`src/design/isma_pkg.sv`:
```
// Shared types and constants for the interval-sampled moving average unit.
// Self-contained; the top level refers to it by scoped names.
`timescale 1ns / 1ps

package isma_pkg;

  // Default sizing of the sample window and converter samples.
  localparam int WINDOW_DEF      = 16;
  localparam int SAMPLE_BITS_DEF = 10;

  // Fixed field widths.
  localparam int TIME_W    = 32;
  localparam int CFG_W     = 16;
  localparam int CFG_IDX_W = 2;
  localparam int OUT_W     = 26;

  // Configuration register indexes.
  localparam logic [CFG_IDX_W-1:0] REG_SAMPLE_INTERVAL = 2'd0;
  localparam logic [CFG_IDX_W-1:0] REG_SCALE_Q8        = 2'd1;

  // Configuration reset values.
  localparam logic [CFG_W-1:0] SAMPLE_INTERVAL_RST = 16'd100;
  localparam logic [CFG_W-1:0] SCALE_Q8_RST        = 16'd256;

  // Sequencer states.
  typedef enum logic [2:0] {
    ST_IDLE,
    ST_UPDATE,
    ST_MUL,
    ST_DIV,
    ST_DONE
  } state_t;

endpackage

```
`src/design/interval_sampled_moving_average_unit.sv`:
```
// Top level of the interval-sampled moving average unit: window store, running sum,
// bit-serial multiplier and bit-serial restoring divider. Depends on isma_pkg.
`timescale 1ns / 1ps

//  Channel | Direction | Handshake            | Payload
//  in_     | input     | in_valid / in_ready   | in_timestamp, in_sample, in_send_request
//  out_    | output    | out_valid / out_ready | out_average_valid, out_scaled_average
//  cfg_    | input     | cfg_we                | cfg_index, cfg_wdata
//
// A beat without a send request passes through accept and window update; one with a send
// also runs the multiplier and then the divider, one divider cycle per product bit, or goes
// straight to the result when the window is still empty and the arithmetic is skipped.
// Reset is synchronous; it clears the sum, fill count, write position and time stamp.
// The finished result waits in the output register, so a stalled out_ready blocks
// input only once a second result is ready to be stored.
module interval_sampled_moving_average_unit #(
  parameter int WINDOW      = isma_pkg::WINDOW_DEF,
  parameter int SAMPLE_BITS = isma_pkg::SAMPLE_BITS_DEF
) (
  input  logic                           clk,
  input  logic                           rst_n,
  // Input channel
  input  logic                           in_valid,
  output logic                           in_ready,
  input  logic [isma_pkg::TIME_W-1:0]    in_timestamp,
  input  logic [SAMPLE_BITS-1:0]         in_sample,
  input  logic                           in_send_request,
  // Result channel
  output logic                           out_valid,
  input  logic                           out_ready,
  output logic                           out_average_valid,
  output logic [isma_pkg::OUT_W-1:0]     out_scaled_average,
  // Configuration port
  input  logic                           cfg_we,
  input  logic [isma_pkg::CFG_IDX_W-1:0] cfg_index,
  input  logic [isma_pkg::CFG_W-1:0]     cfg_wdata
);

  localparam int TIME_W  = isma_pkg::TIME_W;
  localparam int CFG_W   = isma_pkg::CFG_W;
  localparam int OUT_W   = isma_pkg::OUT_W;
  localparam int POS_W   = (WINDOW > 1) ? $clog2(WINDOW) : 1;
  localparam int CNT_W   = $clog2(WINDOW + 1);
  localparam int SUM_W   = $clog2(WINDOW * ((1 << SAMPLE_BITS) - 1) + 1);
  localparam int PROD_W  = SUM_W + CFG_W;
  localparam int ITER_W  = $clog2(PROD_W);
  localparam int EXT_W   = (PROD_W > OUT_W) ? PROD_W : OUT_W;

  // Control state
  isma_pkg::state_t state_r, state_nxt;

  // Configuration registers
  logic [CFG_W-1:0]       interval_r, interval_nxt;
  logic [CFG_W-1:0]       scale_r, scale_nxt;

  // Window state
  logic [TIME_W-1:0]      last_time_r, last_time_nxt;
  logic [SUM_W-1:0]       sum_r, sum_nxt;
  logic [POS_W-1:0]       pos_r, pos_nxt;
  logic [CNT_W-1:0]       fill_r, fill_nxt;
  logic [SAMPLE_BITS-1:0] store_mem [WINDOW];
  logic [SAMPLE_BITS-1:0] rd_data_r;

  // Latched beat
  logic [TIME_W-1:0]      ts_r, ts_nxt;
  logic [SAMPLE_BITS-1:0] smp_r, smp_nxt;
  logic                   send_r, send_nxt;
  logic                   take_r, take_nxt;

  // Serial arithmetic
  logic [PROD_W-1:0]      prod_r, prod_nxt;
  logic [CFG_W-1:0]       scl_r, scl_nxt;
  logic [CNT_W-1:0]       rem_r, rem_nxt;
  logic [ITER_W-1:0]      iter_r, iter_nxt;
  logic                   res_valid_r, res_valid_nxt;

  // Output register
  logic                   out_valid_r, out_valid_nxt;
  logic                   out_avg_valid_r, out_avg_valid_nxt;
  logic [OUT_W-1:0]       out_avg_r, out_avg_nxt;

  // Sequencer outputs
  logic                   in_accept;
  logic                   out_load;

  // Helper values
  logic [TIME_W-1:0]      elapsed;
  logic [SAMPLE_BITS-1:0] old_smp;
  logic [CNT_W:0]         partial;
  logic                   div_ge;
  logic [CNT_W:0]         partial_sub;
  logic [EXT_W-1:0]       quot_ext;
  logic                   quot_sat;
  logic                   store_we;

  // Next-state logic.
  always_comb begin
    state_nxt = state_r;
    case (state_r)
      isma_pkg::ST_IDLE: begin
        if (in_valid) state_nxt = isma_pkg::ST_UPDATE;
      end
      isma_pkg::ST_UPDATE: begin
        if (!send_r) begin
          state_nxt = isma_pkg::ST_IDLE;
        end else if (fill_nxt == '0) begin
          state_nxt = isma_pkg::ST_DONE;
        end else begin
          state_nxt = isma_pkg::ST_MUL;
        end
      end
      isma_pkg::ST_MUL: begin
        if (iter_r == '0) state_nxt = isma_pkg::ST_DIV;
      end
      isma_pkg::ST_DIV: begin
        if (iter_r == '0) state_nxt = isma_pkg::ST_DONE;
      end
      isma_pkg::ST_DONE: begin
        if (!out_valid_r || out_ready) state_nxt = isma_pkg::ST_IDLE;
      end
      default: state_nxt = isma_pkg::ST_IDLE;
    endcase
  end

  // Sequencer outputs.
  always_comb begin
    in_ready = 1'b0;
    out_load = 1'b0;
    case (state_r)
      isma_pkg::ST_IDLE: in_ready = 1'b1;
      isma_pkg::ST_DONE: out_load = !out_valid_r || out_ready;
      default: begin
        in_ready = 1'b0;
        out_load = 1'b0;
      end
    endcase
  end

  assign in_accept = in_valid && in_ready;

  // Elapsed time since the last taken sample, modulo 2^32.
  assign elapsed = in_timestamp - last_time_r;

  // Entries not yet written since reset read as zero.
  assign old_smp = (fill_r < CNT_W'(WINDOW)) ? '0 : rd_data_r;

  // One restoring division step: bring down the next product bit.
  assign partial     = {rem_r, prod_r[PROD_W-1]};
  assign div_ge      = partial >= {1'b0, fill_r};
  assign partial_sub = partial - {1'b0, fill_r};

  // Saturate the quotient to the result width.
  assign quot_ext = EXT_W'(prod_r);
  assign quot_sat = |(quot_ext >> OUT_W);

  assign store_we = (state_r == isma_pkg::ST_UPDATE) && take_r;

  // Configuration writes.
  always_comb begin
    interval_nxt = interval_r;
    scale_nxt    = scale_r;
    if (cfg_we) begin
      case (cfg_index)
        isma_pkg::REG_SAMPLE_INTERVAL: interval_nxt = cfg_wdata;
        isma_pkg::REG_SCALE_Q8:        scale_nxt    = cfg_wdata;
        default: begin
          interval_nxt = interval_r;
          scale_nxt    = scale_r;
        end
      endcase
    end
  end

  // Datapath next values.
  always_comb begin
    last_time_nxt     = last_time_r;
    sum_nxt           = sum_r;
    pos_nxt           = pos_r;
    fill_nxt          = fill_r;
    ts_nxt            = ts_r;
    smp_nxt           = smp_r;
    send_nxt          = send_r;
    take_nxt          = take_r;
    prod_nxt          = prod_r;
    scl_nxt           = scl_r;
    rem_nxt           = rem_r;
    iter_nxt          = iter_r;
    res_valid_nxt     = res_valid_r;
    out_valid_nxt     = out_valid_r && !out_ready;
    out_avg_valid_nxt = out_avg_valid_r;
    out_avg_nxt       = out_avg_r;

    // Capture the beat and decide whether its sample is taken.
    if (in_accept) begin
      ts_nxt   = in_timestamp;
      smp_nxt  = in_sample;
      send_nxt = in_send_request;
      take_nxt = elapsed >= TIME_W'(interval_r);
    end

    // Window update, then set up the serial multiply.
    if (state_r == isma_pkg::ST_UPDATE) begin
      if (take_r) begin
        last_time_nxt = ts_r;
        sum_nxt       = sum_r - SUM_W'(old_smp) + SUM_W'(smp_r);
        pos_nxt       = (pos_r == POS_W'(WINDOW - 1)) ? '0 : pos_r + 1'b1;
        if (fill_r < CNT_W'(WINDOW)) fill_nxt = fill_r + 1'b1;
      end
      prod_nxt      = '0;
      rem_nxt       = '0;
      scl_nxt       = scale_r;
      iter_nxt      = ITER_W'(CFG_W - 1);
      res_valid_nxt = fill_nxt != '0;
    end

    // Shift-add multiply, scale bits taken MSB first.
    if (state_r == isma_pkg::ST_MUL) begin
      prod_nxt = {prod_r[PROD_W-2:0], 1'b0} + (scl_r[CFG_W-1] ? PROD_W'(sum_r) : '0);
      scl_nxt  = {scl_r[CFG_W-2:0], 1'b0};
      iter_nxt = (iter_r == '0) ? ITER_W'(PROD_W - 1) : iter_r - 1'b1;
    end

    // Restoring divide by the fill count; quotient bits shift in at the bottom.
    if (state_r == isma_pkg::ST_DIV) begin
      rem_nxt  = div_ge ? partial_sub[CNT_W-1:0] : partial[CNT_W-1:0];
      prod_nxt = {prod_r[PROD_W-2:0], div_ge};
      iter_nxt = iter_r - 1'b1;
    end

    // Move the finished result into the output register.
    if (out_load) begin
      out_valid_nxt     = 1'b1;
      out_avg_valid_nxt = res_valid_r;
      out_avg_nxt       = quot_sat ? '1 : quot_ext[OUT_W-1:0];
    end
  end

  // Control and state registers.
  always_ff @(posedge clk) begin
    if (!rst_n) begin
      state_r     <= isma_pkg::ST_IDLE;
      interval_r  <= isma_pkg::SAMPLE_INTERVAL_RST;
      scale_r     <= isma_pkg::SCALE_Q8_RST;
      last_time_r <= '0;
      sum_r       <= '0;
      pos_r       <= '0;
      fill_r      <= '0;
      out_valid_r <= 1'b0;
    end else begin
      state_r     <= state_nxt;
      interval_r  <= interval_nxt;
      scale_r     <= scale_nxt;
      last_time_r <= last_time_nxt;
      sum_r       <= sum_nxt;
      pos_r       <= pos_nxt;
      fill_r      <= fill_nxt;
      out_valid_r <= out_valid_nxt;
    end
  end

  // Payload registers.
  always_ff @(posedge clk) begin
    ts_r            <= ts_nxt;
    smp_r           <= smp_nxt;
    send_r          <= send_nxt;
    take_r          <= take_nxt;
    prod_r          <= prod_nxt;
    scl_r           <= scl_nxt;
    rem_r           <= rem_nxt;
    iter_r          <= iter_nxt;
    res_valid_r     <= res_valid_nxt;
    out_avg_valid_r <= out_avg_valid_nxt;
    out_avg_r       <= out_avg_nxt;
  end

  // Window store: one write port, registered read at the write position.
  always_ff @(posedge clk) begin
    if (store_we) store_mem[pos_r] <= smp_r;
    rd_data_r <= store_mem[pos_r];
  end

  assign out_valid          = out_valid_r;
  assign out_average_valid  = out_avg_valid_r;
  assign out_scaled_average = out_avg_r;

endmodule
```
`config.mk`:
```
export PLATFORM = sky130hd
export DESIGN_NAME = interval_sampled_moving_average_unit
export DESIGN_NICKNAME = d
export VERILOG_FILES = /design/src/design/isma_pkg.sv /design/src/design/interval_sampled_moving_average_unit.sv
export SDC_FILE = /design/constraint.sdc
export NUM_CORES = 1
export LEC_CHECK = 0
export ABC_AREA = 1
export BUFFER_PORTS_ARGS = -buffer_cell sky130_fd_sc_hd__buf_2
export CAP_MARGIN = 5
export CORE_ASPECT_RATIO = 0.75
export CORE_MARGIN = 2
export CORE_UTILIZATION = 40
export DETAILED_ROUTE_END_ITERATION = 10
export HOLD_SLACK_MARGIN = 0.03
export PLACE_DENSITY = 0.58
export SYNTH_ARGS = -nofsm -noshare
export SYNTH_HDL_FRONTEND = slang
export SYNTH_SLANG_ARGS = --single-unit
```
`constraint.sdc`:
```
create_clock -name clk -period 8.7 [get_ports clk]
set_input_delay 1.305 -clock clk [delete_from_list [all_inputs] [get_ports clk]]
set_output_delay 1.305 -clock clk [all_outputs]
set_load 0.01 [all_outputs]
```
==> results of run 1 <==
==> how the worst max path moves through the flow <==
stage / from / to / slack (ns) / depth (start not counted)
detailed placement: in_timestamp[8] / take_r$_DFFE_PP_ / 4.60 / 17
global placement: in_timestamp[10] / take_r$_DFFE_PP_ / 4.64 / 17
finish: in_timestamp[8] / take_r$_DFFE_PP_ / 5.15 / 17
global route: in_timestamp[8] / take_r$_DFFE_PP_ / 4.88 / 17
CTS: in_timestamp[8] / take_r$_DFFE_PP_ / 5.19 / 17
floorplan: in_valid / send_r$_DFFE_PP_ / 3.84 / 2
==> per-layer routing <==
layer,track usage,wire length [µm],part of all wire
met4,0.0437,871,0.019
met3,0.0254,1890,0.041
met1,0.262,22800,0.49
met5,0,0,0
met2,0.289,20800,0.45
==> report_power, final <==
part / internal [mW] / switching, mW / total [mW]
clock: 0.935 / 0.746 / 1.68
sequential: 2.50 / 0.245 / 2.75
combinational: 0.978 / 1.96 / 2.94
==> registers in the layout, summed over array words and instances, names as in the netlist, 3 cells and up <==
| name | flops |
|---|---|
| fill_r | 5 |
| sum_r | 14 |
| rem_r | 5 |
| rd_data_r | 10 |
| pos_r | 4 |
| out_scaled_average | 26 |
| ts_r | 32 |
| iter_r | 5 |
| scale_r | 16 |
| store_mem | 160 |
| scl_r | 16 |
| state_r | 3 |
| smp_r | 10 |
| interval_r | 16 |
| prod_r | 30 |
| last_time_r | 32 |
==> cell families after synthesis <==
kind of cell | synth area share
XOR/XNOR | 0.0190
AND/OR/NAND/NOR | 0.162
AO/OA/AOI/OAI | 0.131
buffers and inverters | 0.0697
flip-flops | 0.551
adder cells (fa/ha/maj) | 0.0684
==> layout by cell type (no fill, tap or decap), types with 42 or more instances in the layout <==
cell type,instances
o22ai_1,57
edfxtp_1,287
clkbuf_16,42
buf_2,94
ha_1,85
a21oi_1,133
o21ai_0,200
dfxtp_1,101
nand2_1,354
nor2_1,236
inv_1,283
nand3_1,63
==> stage by stage <==
| stage | utilization | area, µm² | setup WS, ns | power [mW] | cells |
|---|---|---|---|---|---|
| finish | 0.458 | 21800 | 5.15 | 7.36 | 2843 |
| global route | 0.458 | 21800 | 4.88 | 7.94 | 2843 |
| CTS | 0.458 | 21800 | 5.19 | 7.42 | 2843 |
| detailed placement | 0.431 | 20500 | 4.60 | 5.71 | 2769 |
| global placement | 0.431 | 20500 | 4.64 | 5.66 | 2769 |
| floorplan | - | 19400 | 3.84 | 4.92 | 2087 |
==> final cells by class <==
class,count,area (µm²),share of cell area
repair buffers,107,568,0.0261
clock buffers,51,1130,0.0521
flip-flops and latches,389,10700,0.489
clock inverters,23,163,0.00746
inverters,291,1090,0.0501
multi-input cells,1343,7370,0.338
well taps,639,800,0.0367
==> results.yml, run 1 <==
final_layout:
  fin_nets: 2336
  antenna_cells: 0
  drive_above_1_share: 0.102
  syn2layout_area_growth_pct: 12.6
  nFillCells: 4578
critical_path:
  rr_worst_depth: 8
  max_stage_delay_ns: 0.36
  r2r_end: "store_mem[7][7]$_DFFE_PP_"
  critical_path_class: "input pin to flop"
  crit_fanout: 4
  start_kind: "input pin"
  cp.arrival_ns: 3.85
  cp_slowest_cell: "ha_1"
  cpMostUsedCell: "nor2_1"
  critPathCaptureType: "flop"
  worstPathCellList: "buf_2 -> ha_1 -> a21oi_1 -> nor2_1 -> nor2_1 -> o21bai_1 -> a21o_1 -> xor2_1 -> ha_1 -> nand2_1 -> nor2_1 -> a211oi_1 -> nand3_1 -> nor2_1 -> nand3_1 -> nor2_1 -> nand3_1"
  required_ns: 9.00
  worstReg2RegStart: "state_r[0]$_SDFFE_PN0P_"
  cpLargestDelayFamily: "simple AND/OR/NAND/NOR gates"
  path_buf_inv: 1
  r2r_slack_ns: 5.35
route:
  num_vias: 14400
  drc: 0
  wire_per_inst_um: 16.3
  drt_first_pass_iters: 5
  ant_nets: 0
  drt-total-wl_mm: 46.3
  via_per_inst: 5.07
  drt_iter0_markers: 1034
timing:
  tightest_slew_ns: 1.26
  slew-limit-headroom: 0.158
  setup_tns_ns: 0
  fmax_ghz: 0.282
  holdWs_ns: 0.445
  hold_violations: 0
  min_period_ns: 3.55
  timing.final.crit_share: 0.408
  final-setup-viol-count: 0
  fin_skew_ns: 0.0224
  final-max-slew-violation-count: 0
  rsz0062_at_grt: "false"
floorplanning:
  core-area_um2: 47600
  die_h_um: 195
  die_w_um: 258
  pin_count: 95
  dieArea_um2: 50200
  initial_core_util: 0.407
  rows: 69
logic_synthesis:
  synth.area.top_cells: "edfxtp_1 (45%), dfxtp_1 (11%), nand2_1 (6.9%), ha_1 (5.5%), inv_1 (5.5%)"
  synth_cells: 2087
  yosysSeqAreaShare: 0.551
  yosysMostFrequentCell: "nand2_1"
  synthArstFlopShare: 0
  syn_area_per_cell_um2: 9.28
  synth.yosys.warnings: 0
  synthTopCellsByCount: "nand2_1 (354), edfxtp_1 (287), inv_1 (283)"
  synth_top_area_share: 0.445
  synthesis.nets: 2251
  netlist_area_um2: 19400
  ys_ff_latch: 389
  yosysTopAreaCell: "edfxtp_1"
  synthFlopType: "edfxtp_1"
  synth_edf_count: 287
  synth_cell_types: 48
placed_design:
  dp_hpwl_mm: 32.4
  port_buffers: 94
  place.gp.congestion: 0.887
clocking:
  clock_latency_ns: 0.57
  cts_resized: 0
  clock_sinks: 389
  cts_buffers: 40
  cts.clk_slew.worst_paths_ns: 0.06
  clockBufferDepth: 3
  cts_max_level: 2
  cts_root_buf: "clkbuf_16"
  post_cts_buffers: 0
  cts_tree: "done"
  hold_buffers: 0
global_route:
  grt_pass1_wl_mm: 73.1
  grt_pass1_vias: 13600
  overflow: 0
  grtUsageTotal: 0.182
  antenna_found_initial: 0
  grt_max_degree: 77
min_path:
  hold_path_end: "out_average_valid$_DFFE_PP_"
  min_path_type: "flop to flop"
  hold_depth: 0
  hold_start: "res_valid_r$_DFFE_PP_"
outcome:
  status: "completed"
pwr:
  p_per_area_nw_per_um2: 338
  max-vdd-ir-drop_uv: 188
  leakage_nw: 8.77
run:
  maxCapViolations: 0
No activity file was read; power rests on OpenSTA's default activity.
==> run 2, diff against run 1 <==
Settings changed: PLACE_DENSITY 0.58 to 0.6.
Clock period 8.7 ns to 3 ns, I/O delays scaled along.
==> run 2 against run 1 <==
Net effect: sequential share of layout area shrank 2.0 points; register-to-register slack lost 5.2 ns; die area is the same; largest cell class unchanged; critical path depth shrank 1; non-clock buffer count grew 88; global-route usage grew 0.87 points; clock skew grew 0.020 ns; cell count grew 3.2%; highest routed layer unchanged; clock-buffer cell count shrank 4; clock power grew to 3.2 times the previous value; first-iteration DRC count shrank 8.9%; cell area grew 4.3%.
==> results.yml, run 2 (synthesized netlist as in run 1, its figures left out) <==
timing:
  final-setup-viol-count: 0
  fin_skew_ns: 0.0422
  min_period_ns: 2.81
  tightest_slew_ns: 1.10
  rsz0062_at_grt: "true"
  fmax_ghz: 0.356
  hold_violations: 0
  slew-limit-headroom: 0.264
  final-max-slew-violation-count: 0
  timing.final.crit_share: 0.937
final_layout:
  finalCoreUtilization: 0.478
  antenna_cells: 0
  largest_reg_flops: 160
  syn2layout_area_growth_pct: 17.4
  regMostFlops: "store_mem"
  nFillCells: 4470
  final_cell_mix: "nand2_1 (354), edfxtp_1 (287), inv_1 (283)"
  reg_top3: "store_mem x160, last_time_r x32, ts_r x32"
  fin_nets: 2425
  drive_above_1_share: 0.139
  mostFrequentLayoutCell: "nand2_1"
clocking:
  cts_root_buf: "clkbuf_16"
  cts_buffers: 41
  cts_max_level: 2
  clock_sinks: 389
  cts.clk_slew.worst_paths_ns: 0.07
  clockBufferDepth: 3
  cts_tree: "done"
  clock_latency_ns: 0.59
route:
  routed.top_layer: "met4"
  drc: 0
  drt-total-wl_mm: 48.1
  drt_first_pass_iters: 5
  wirelength_met1_mm: 23.2
  ant_nets: 0
  wire_per_inst_um: 16.4
  met2WireLength_mm: 21.3
  num_vias: 14900
  via_per_inst: 5.07
  drt_iter0_markers: 942
  dr_wl_met3_mm: 2.72
pwr:
  max-vdd-ir-drop_uv: 543
  leakage_nw: 9.26
  p_per_area_nw_per_um2: 997
  p_total_mw: 22.7
floorplanning:
  dieArea_um2: 50200
  initial_core_util: 0.407
  pin_count: 95
  core-area_um2: 47600
  rows: 69
  die_w_um: 258
  die_h_um: 195
critical_path:
  critical_path_class: "flop to flop"
  crit_fanout: 3
  cp.arrival_ns: 3.12
  r2r_slack_ns: 0.19
  required_ns: 3.31
  critPathCaptureType: "flop"
  start_kind: "flop"
global_route:
  grt_pass1_wl_mm: 76.4
  grt_pass1_vias: 14200
  grt_max_degree: 84
  grtUsageTotal: 0.190
  overflow: 0
  antenna_found_initial: 0
min_path:
  min_path_type: "input pin to flop"
placed_design:
  dp_hpwl_mm: 34.1
  port_buffers: 94
  place.gp.congestion: 0.904
run:
  maxCapViolations: 0
outcome:
  status: "completed"
[run 2: cell types whose count changed in the layout (fill, tap and decap cells not counted), sizes merged]
cell         change
bufinv           +6
buf             +85
dlygate4sd3      +3
clkbuf           -4
[run 2: area by class of cell]
| type | count | area, µm² | share of cell area |
|---|---|---|---|
| clock buffers | 47 | 1060 | 0.0466 |
| repair buffers | 195 | 1260 | 0.0555 |
| multi-input cells | 1343 | 7480 | 0.329 |
| inverters | 291 | 1090 | 0.0481 |
| flip-flops and latches | 389 | 10700 | 0.469 |
| clock inverters | 29 | 369 | 0.0162 |
| well taps | 639 | 800 | 0.0352 |
[run 2: timing repair]
| action | in CTS | in global routing |
|---|---|---|
| endpoints found under the hold margin | 3 | 0 |
| endpoints found under the setup margin | 0 | 3 |
| resized for setup | 0 | 16 |
| hold buffers | 3 | 0 |
| buffers inserted | 0 | 0 |
[run 2: per-layer routing]
metal	track usage	vias to the layer above
met5	0	-
met4	0.0443	0
met3	0.0325	71
met2	0.295	367
met1	0.278	6998
li1	-	7422
[run 2: where the power goes]
part	switching (mW)	internal, mW	leakage, nW
combinational	6.09	3.39	5.11
clock	2.23	3.10	0.685
sequential	0.599	7.25	3.46
[run 2: final timing paths]
| path | startpoint | endpoint | cells after the start |
|---|---|---|---|
| setup / recovery | last_time_r[14]$_SDFFE_PN0P_ | take_r$_DFFE_PP_ | 16 |
| hold / removal | in_sample[9] | smp_r[9]$_DFFE_PP_ | 1 |
| setup reg to reg | last_time_r[14]$_SDFFE_PN0P_ | take_r$_DFFE_PP_ | 16 |
| hold reg to reg | last_time_r[20]$_SDFFE_PN0P_ | last_time_r[20]$_SDFFE_PN0P_ | 2 |
[run 2: worst max-delay path, cell delays in order, from the launching register on]
cell and delay (ns):
dfxtp_1 0.30, inv_1 0.05, ha_1 0.31, a21oi_1 0.19
o21ai_1 0.11, o21bai_1 0.18, a21o_1 0.20, xor2_1 0.16
ha_1 0.30, nand2_1 0.09, nor2_1 0.05, a211oi_1 0.18
nand3_1 0.10, nor2_1 0.10, nand3_1 0.06, nor2_1 0.09
nand3_1 0.08
[run 2: metrics by stage]
| step | cell area (µm²) | std cells | setup TNS (ns) | worst slack (ns) | hold slack (ns) |
|---|---|---|---|---|---|
| 2_1_floorplan | 19400 | 2087 | 0 | 0.212 | 0.400 |
| 3_3_place_gp | 21200 | 2854 | -0.0701 | -0.0701 | 0.439 |
| 3_5_place_dp | 21200 | 2854 | -0.116 | -0.116 | 0.448 |
| 4_1_cts | 22600 | 2933 | 0 | 0.121 | 0.0417 |
| 5_1_grt | 22700 | 2933 | -0.0632 | -0.0632 | 0.0531 |
| 6_report | 22700 | 2933 | 0 | 0.189 | 0.0772 |
==> run 3, diff against run 2 <==
Settings changed: CELL_PAD_IN_SITES_DETAIL_PLACEMENT from default to 1, CELL_PAD_IN_SITES_GLOBAL_PLACEMENT from default to 2, CORE_UTILIZATION 40 to 36, PLACE_DENSITY 0.6 to 0.79.
==> run 3 against run 2 <==
Net effect: critical path depth rose by 2; sequential power is 0.8% higher; worst setup slack lost 0.014 ns; core utilization decreased by 4.5 points.
==> results.yml, run 3 (synthesized netlist as in run 1, its figures left out) <==
outcome:
  status: "completed"
final_layout:
  final_cell_mix: "nand2_1 (350), edfxtp_1 (287), inv_1 (282)"
  mostFrequentLayoutCell: "nand2_1"
  fin_nets: 2450
  syn2layout_area_growth_pct: 18.7
  regMostFlops: "store_mem"
  design_area_um2: 23000
  antenna_cells: 0
  finalCoreUtilization: 0.433
  drive_above_1_share: 0.159
  largest_reg_flops: 160
  reg_top3: "store_mem x160, last_time_r x32, ts_r x32"
clocking:
  clock_latency_ns: 0.58
  cts_max_level: 2
  clock_sinks: 389
  cts_root_buf: "clkbuf_16"
  cts_buffers: 41
  cts.clk_slew.worst_paths_ns: 0.06
  cts_tree: "done"
  clockBufferDepth: 3
timing:
  setup_tns_ns: 0
  holdWs_ns: 0.0646
  final-max-slew-violation-count: 0
  min_period_ns: 2.83
  rsz0062_at_grt: "true"
  hold_violations: 0
  timing.final.crit_share: 0.942
  fin_skew_ns: 0.0429
  final-setup-viol-count: 0
  slew-limit-headroom: 0.276
  tightest_slew_ns: 1.09
  fmax_ghz: 0.354
floorplanning:
  pin_count: 95
  die_h_um: 205
  die_w_um: 272
  core-area_um2: 53100
  rows: 73
  dieArea_um2: 55700
  initial_core_util: 0.365
critical_path:
  rr_worst_depth: 18
  critPathCaptureType: "flop"
  start_kind: "flop"
  cp_slowest_cell: "ha_1"
  crit_fanout: 4
  cp.arrival_ns: 3.14
  critical_path_class: "flop to flop"
  max_stage_delay_ns: 0.33
  required_ns: 3.31
  worstPathCellList: "inv_1 -> ha_1 -> nand2_1 -> inv_1 -> nand2_1 -> nand2_1 -> a21oi_1 -> o21ai_2 -> xor2_1 -> ha_1 -> nand2_2 -> nor2_1 -> a211oi_2 -> nand3_1 -> nor2_1 -> nand3_1 -> nor2_1 -> nand3_1"
route:
  drt-total-wl_mm: 56.3
  via_per_inst: 5.05
  drc: 0
  drt_iter0_markers: 840
  drt_first_pass_iters: 4
  ant_nets: 0
  wire_per_inst_um: 18.6
  num_vias: 15300
run:
  maxCapViolations: 0
placed_design:
  place.gp.congestion: 0.884
  port_buffers: 94
  placed_cell_area_um2: 21300
  dp_hpwl_mm: 40.8
global_route:
  grt_pass1_vias: 15900
  grt_max_degree: 64
  overflow: 0
  grt_pass1_wl_mm: 87.7
  grtUsageTotal: 0.202
  antenna_found_initial: 0
pwr:
  p_per_area_nw_per_um2: 995
  max-vdd-ir-drop_uv: 559
  leakage_nw: 9.33
min_path:
  min_path_type: "input pin to flop"
  hold_depth: 1
==> run 3: changes by cell type in the layout (fill, tap and decap cells not counted), moves of 4 or more <==
cell	before	now
ha_4	6	11
clkinv_2	4	9
nand2_1	354	350
ha_1	78	72
buf_4	96	118
clkinv_1	14	8
bufinv_16	6	1
nand2_2	12	16
==> run 3: layout make-up <==
| type | count | area, µm² |
|---|---|---|
| Clock buffer | 53 | 1120 |
| Multi-Input combinational cell | 1343 | 7630 |
| Inverter | 291 | 1090 |
| Clock inverter | 21 | 141 |
| Tap cell | 712 | 891 |
| Fill cell | 6097 | 30100 |
| Sequential cell | 389 | 10700 |
| Timing Repair Buffer | 220 | 1430 |
==> run 3: stage by stage <==
stage	power (mW)	setup WS [ns]	cells
floorplan	14.3	0.212	2087
global placement	17.3	-0.0778	2942
detailed placement	17.7	-0.161	2942
CTS	22.7	0.0342	3022
global route	24.6	-0.107	3029
finish	22.9	0.175	3029
==> run 3: final timing paths <==
kind / from / end / slack, ns
worst max-delay path: last_time_r[5]$_SDFFE_PN0P_ / take_r$_DFFE_PP_ / 0.17
worst min-delay path: in_sample[9] / smp_r[9]$_DFFE_PP_ / 0.06
worst max register to register: last_time_r[5]$_SDFFE_PN0P_ / take_r$_DFFE_PP_ / 0.17
worst min register to register: res_valid_r$_DFFE_PP_ / out_average_valid$_DFFE_PP_ / 0.44
==> run 3: power by group <==
part	internal (mW)	total, mW	switching [mW]
logic	3.59	10.1	6.46
clock network	2.73	4.90	2.17
registers	7.25	7.91	0.656
==> run 3: worst max-delay path: cells and delay by family, from the launching register on <==
kind | cells | cell delay, ns
and+or+nand+nor | 10 | 0.85
adders and majority gates | 2 | 0.62
xor gates and xnor gates | 1 | 0.15
AOI/OAI and AO/OA | 3 | 0.56
DFF | 1 | 0.30
buffers and inverters | 2 | 0.10
==> run 3: metal layers <==
layer  routed length, µm  track usage  up-vias
met5                   0            0        -
met4                1010       0.0508        0
met3                2320       0.0263       60
met2               25100        0.321      248
met1               27900        0.292     7526
li1                    -            -     7463
==> run 3: repair_timing <==
action	CTS	global route
setup buffers	0	7
hold buffers	6	0
hold endpoints to repair	6	0
setup endpoints to repair	0	5
gates resized for setup	0	50
